`src/hdl/tcw_pkg.sv`:
```
// Shared types and constants for the text console character writer.
// Used by the controller, the datapath, the top level and the checker.
package tcw_pkg;

  localparam int OFF_W = 11;

  localparam logic KIND_PUT  = 1'b0;
  localparam logic KIND_READ = 1'b1;

  localparam logic [7:0] CH_BS       = 8'h08;
  localparam logic [7:0] CH_TAB      = 8'h09;
  localparam logic [7:0] CH_LF       = 8'h0A;
  localparam logic [7:0] CH_CR       = 8'h0D;
  localparam logic [7:0] CH_BLANK    = 8'h20;
  localparam logic [7:0] CH_PRINT_LO = 8'h20;
  localparam logic [7:0] CH_PRINT_HI = 8'h7F;

  localparam int TAB_STOP = 4;

  localparam logic [7:0]  RESET_ATTR = 8'h0F;
  localparam logic [15:0] RESET_CELL = {RESET_ATTR, CH_BLANK};

  // Commands from the controller to the datapath.
  typedef struct packed {
    logic exec;   // accept beat: update cursor, write or read a cell
    logic clear;  // clearing pass, one cell
    logic copy;   // scroll copy, one cell
    logic blank;  // blank bottom row, one cell
    logic load;   // load the result register
  } tcw_cmd_t;

  // Status from the datapath to the controller.
  typedef struct packed {
    logic clear_last;
    logic copy_last;
    logic blank_last;
    logic scroll;
    logic out_busy;
  } tcw_sts_t;

endpackage

```
`src/hdl/tcw_ctrl.sv`:
```
// Controller state machine for the text console character writer.
// Depends on tcw_pkg for the command and status structs.
module tcw_ctrl (
  input  logic              clk,
  input  logic              rst_n,
  input  logic              in_valid,
  output logic              in_ready,
  input  tcw_pkg::tcw_sts_t sts,
  output tcw_pkg::tcw_cmd_t cmd
);
  import tcw_pkg::*;

  typedef enum logic [5:0] {
    S_CLEAR = 6'b000001,
    S_IDLE  = 6'b000010,
    S_COPY  = 6'b000100,
    S_DRAIN = 6'b001000,
    S_BLANK = 6'b010000,
    S_RESP  = 6'b100000
  } tcw_state_t;

  tcw_state_t state_r, state_nxt;

  assign in_ready = (state_r == S_IDLE);

  always_comb begin
    state_nxt = state_r;
    cmd       = '0;
    case (state_r)
      S_CLEAR: begin
        cmd.clear = 1'b1;
        if (sts.clear_last) state_nxt = S_IDLE;
      end
      S_IDLE: begin
        if (in_valid) begin
          cmd.exec  = 1'b1;
          state_nxt = sts.scroll ? S_COPY : S_RESP;
        end
      end
      S_COPY: begin
        cmd.copy = 1'b1;
        if (sts.copy_last) state_nxt = S_DRAIN;
      end
      // let the last copied cell land before blanking
      S_DRAIN: state_nxt = S_BLANK;
      S_BLANK: begin
        cmd.blank = 1'b1;
        if (sts.blank_last) state_nxt = S_RESP;
      end
      S_RESP: begin
        if (!sts.out_busy) begin
          cmd.load  = 1'b1;
          state_nxt = S_IDLE;
        end
      end
      default: state_nxt = S_CLEAR;
    endcase
  end

  always_ff @(posedge clk) begin
    if (!rst_n) begin
      state_r <= S_CLEAR;
    end else begin
      state_r <= state_nxt;
    end
  end

endmodule

```
`config.mk`:
```
export PLATFORM = sky130hd
export DESIGN_NAME = tcw_ctrl
export DESIGN_NICKNAME = d
export VERILOG_FILES = /design/src/hdl/tcw_pkg.sv /design/src/hdl/tcw_ctrl.sv
export SDC_FILE = /design/constraint.sdc
export NUM_CORES = 1
export LEC_CHECK = 0
export BUFFER_PORTS_ARGS = -buffer_cell sky130_fd_sc_hd__buf_2
export CAP_MARGIN = 40
export CORE_AREA = 2 2 39 41
export DETAILED_ROUTE_END_ITERATION = 10
export DIE_AREA = 0 0 41 43
export PLACE_DENSITY_LB_ADDON = 0.25
export RECOVER_POWER = 25
export SLEW_MARGIN = 20
export SYNTH_ARGS = -nofsm -noshare
export SYNTH_HDL_FRONTEND = slang
export SYNTH_SLANG_ARGS = --single-unit
```
`constraint.sdc`:
```
create_clock -name clk -period 2.3 [get_ports clk]
set_clock_uncertainty 0.2 [all_clocks]
set_input_delay 0.115 -clock clk [delete_from_list [all_inputs] [get_ports clk]]
set_output_delay 0.115 -clock clk [all_outputs]
set_load 0.01 [all_outputs]
```
* Yosys cells after proc, flatten, opt, wreduce, memory -nomap -nowiden
Index checks and enable logic that the tools add are counted.
** Cells by class
- Reductions and logical operators :: 1
- Eq/ne operators :: 11
- Multiplexer cells :: 14
** Operators with widths (count)
- $mux W6 :: 6
- $pmux W6 S6 :: 1
- $ne A2 B2 Y1 const B :: 5
- $mux W1 :: 7
- $eq A6 B1 Y1 const B :: 1
- $eq A6 B2 Y1 const B :: 1
- $eq A6 B3 Y1 const B :: 1
- $eq A6 B4 Y1 const B :: 1
- $eq A6 B5 Y1 const B :: 1
- $eq A6 B6 Y1 const B :: 1
- $reduce_and A5 Y1 :: 1
** Word-level totals
- Output and inout bits :: 6
- Register bits after elaboration :: 6
- Word-level logic and storage cells :: 27
- Bits of input ports :: 8

* Longest topological paths before layout
- Word-level depth :: 3
- Depth in mapped cells :: 5
- Gate-level depth less buffers :: 4

* Least setup slack after synthesis
Ideal clock, no wire load.
- Kind :: register to register
- Start :: reg state_r[3]
- End :: reg state_r[3]
- Arrival time :: 1.519 ns
- Period minus slack after synthesis :: 1.780 ns
- Setup time :: 0.061 ns
- Data required time :: 2.039 ns
- Cell stages (with the launch flop) :: 4
- Slack :: 0.520 ns
- Path buffers :: 0
- Cells stage by stage :: dfxtp_1 > or4_4 > nor3b_1 > and3_1
** Between the ends
- Cells in the longest elaborated chain, start to end :: 3
- Elaborated cells between the ends (all ways) :: 13
- Classes of those cells :: eq/ne (11); mux (1); reduce/logical (1)
** RTL lines
- from (decl) :: line tcw_ctrl.sv:22 : tcw_state_t state_r, state_nxt;
- from (signal assigned) :: line tcw_ctrl.sv:64 : state_r <= state_nxt;
- $eq A6 B1 Y1, or another cell as far along :: line tcw_ctrl.sv:29 : case (state_r)
- $ne A2 B2 Y1 (no source line)
- $reduce_and A5 Y1 (no source line)
Several ways; a longest one is shown, not always the timed one.
A chain may end at the register's enable or synchronous reset.

==> metrics <==
first-pass GRT wire length=between 1500 and 2000 µm; Core Box Area=0.00138 mm²; post-synth top area cell=dfxtp_1; post-CTS setup buffers=0; EDFF count, synth=0; PortBufs=13; final setup vio count=0; Worst Setup Start Kind=flip-flop; DR vias/cell=between 5 and 6; sequential share of the synthesized area=between 20% and 30%; cell-internal power=~0.32 mW; Biggest register=state_r; total wire length=1040 µm; biggest regs=state_r: 6 flops; HPWL Detailed=~730 µm; WHS=0.0243 ns; syn_area_per_cell=8.78 µm²; RR Startpoint=state_r[3]$_SDFFE_PN0P_; worst slew margin relative to its limit=72.5%; GR Overflow Total=0; RSZ-0062 raised after global routing=no; Die Area=roughly 0.0018 mm²; Comb power frac=between 40% and 50%; vias in the first global route=approximately 380; I/O pin total=14; CTS Buf Count=3; Yosys reg bits=6; R2R cell count=4; fraction of layout cells with a size suffix above 1=35.3%; P per Cell Area=983 mW/mm²; Starting Density=approximately a third; die height=between 40 and 50 µm; Slew Viols, Final=0; Vias=457; max reg flops=6; cts repair resizes=0; crit path cell chain=or4_4 > nor2_2 > and3_1 > buf_2; CTS Hold Buffers Added=3; top cells by count, synth=dfxtp_1, nor2_1, a21oi_1; Crit Path Max Fanout=7; Arr. time, crit path=1.71 ns; initial antenna violation count=0; count leader, synth=dfxtp_1; Final Hold Violating Endpoints=0; Final nets=78; slowest CP cell=or4_4; class of the worst hold path=input port to flip-flop; Gate Count Post-Synth=50; Max Cap Viol=0; Crit path required time=1.99 ns; drt pass-1 iters=3; end point of the critical path=cmd[4]; Final ANT Viol Nets=0; setup ws final=between 0.2 and 0.3 ns; Clock power frac=approximately 18%; Worst Path Buf+Inv=1; syn_nets=58; Tcrit/Tclk final=about nine tenths; CP top delay family=simple AND/OR/NAND/NOR gates; Die W=41 µm; largest net degree at the start of global routing=12; row cnt=14; Clock transition at path regs=0.05 ns; VDD IR-drop max=about 0.47 mV; async set-reset flop share out of synthesis=0%; Root Buffer=clkbuf_4; total stage count of the critical path=4; Total GRT Usage=between 10% and 20%; Worst path max stage delay=approximately 0.60 ns; pre-CTS setup slack=0.418 ns; library cells used by synthesis=30; register share of total power=between 30% and 40%; Synth top area share=27.4%; Synth Flop Type=dfxtp_1; worst setup path start=state_r[3]$_SDFFE_PN0P_; R2R Setup Slk=~0.32 ns; Netlist Area Pre-Place=~440 µm²; Residual DRC=0; worst slew pin tran=~0.41 ns; setup TNS=0 ns; hold path cells=4; GPL Wtd Cong=~0.8; clock buffer depth=2; fmax=between 400 and 500 MHz; initial DRC count=8; worst-skew pair later-pin latency=roughly 0.25 ns; number of diodes=0; Area Overhead vs Synth=26.8%; CP endpoint kind=primary output; H-tree Lvls=1; CTS tree=built; Synth area leaders=dfxtp_1, nor4b_4, a21oi_1; WL/cell=12.3 µm; worst setup path class=flip-flop to primary output; CTS sink count=6; status=finished, final reports clean; sw power=~0.23 mW; leakage power=between 0.2 and 0.25 nW; post-layout min period=roughly 2.0 ns; Yosys warning count=0; R2R Path End=state_r[3]$_SDFFE_PN0P_; switching share of power=a little over two fifths
## worst reg2reg max path: cells and delay by family (launching register included)
family	cells	cell delay, ns
flip-flops	1	0.36
AND/OR/NAND/NOR	4	1.32
## area by class of cell
type / count / area, µm²
Clock buffer: 3 / 22.5
Sequential cell: 6 / 120
Timing Repair Buffer: 16 / 95.1
Fill cell: 149 / 827
Multi-Input combinational cell: 40 / 288
Inverter: 3 / 11.3
Tap cell: 16 / 20.0
## cell usage in the layout, fill, tap and decap left out, types with 2 or more instances in the layout
cell / count
or4_1: 2
buf_2: 13
inv_1: 3
nand2_1: 2
dfxtp_1: 6
clkbuf_4: 3
a21oi_1: 4
nor4b_2: 2
nand2b_1: 2
dlygate4sd3_1: 3
and3_1: 2
nor3_2: 2
nor3_1: 2
nor2_1: 5
## through the flow
| stage | std cells | util, % | total power [mW] | cell area, µm² |
|---|---|---|---|---|
| after global routing | 84 | 40.2 | 0.592 | 557 |
| final | 84 | 40.2 | 0.547 | 557 |
| after floorplan | 50 | - | 0.395 | 439 |
| after CTS | 84 | 40.9 | 0.555 | 566 |
| after global placement | 78 | 37.1 | 0.454 | 513 |
| after detailed placement | 78 | 37.1 | 0.449 | 513 |
## per-layer routing
| layer | up-vias | global-route usage (%) | wire [µm] |
|---|---|---|---|
| met5 | - | 0 | 0 |
| li1 | 232 | - | - |
| met2 | 12 | 18.4 | 474 |
| met3 | 4 | 4.71 | 43 |
| met1 | 209 | 19.1 | 491 |
| met4 | 0 | 8.67 | 27 |
## cell families (layout without fill, tap and decap cells)
family	count (synthesis)	in the layout	synth area share, %
simple gates	26	26	43.0
compound gates	13	13	22.5
flops	6	6	27.4
buf+inv	4	22	5.13
xor+xnor	1	1	1.99
## how the worst min path moves through the flow
stage	startpoint	to	slack, ns
final	sts[2]	state_r[4]$_SDFFE_PN0P_	0.02
after global routing	sts[2]	state_r[4]$_SDFFE_PN0P_	0.05
after CTS	sts[2]	state_r[4]$_SDFFE_PN0P_	0.02
after detailed placement	rst_n	state_r[0]$_SDFFE_PN1P_	0.15
after global placement	rst_n	state_r[0]$_SDFFE_PN1P_	0.16
after floorplan	rst_n	state_r[0]$_SDFFE_PN1P_	0.01
## power by group through the flow
stage | clock (mW) | sequential, mW | combinational, mW
2_1_floorplan | 0 | 0.152 | 0.243
3_3_place_gp | 0 | 0.182 | 0.273
6_report | 0.0974 | 0.177 | 0.273
5_1_grt | 0.107 | 0.184 | 0.301
4_1_cts | 0.103 | 0.178 | 0.274
3_5_place_dp | 0 | 0.180 | 0.269
Power figures use the tool's default switching activity.
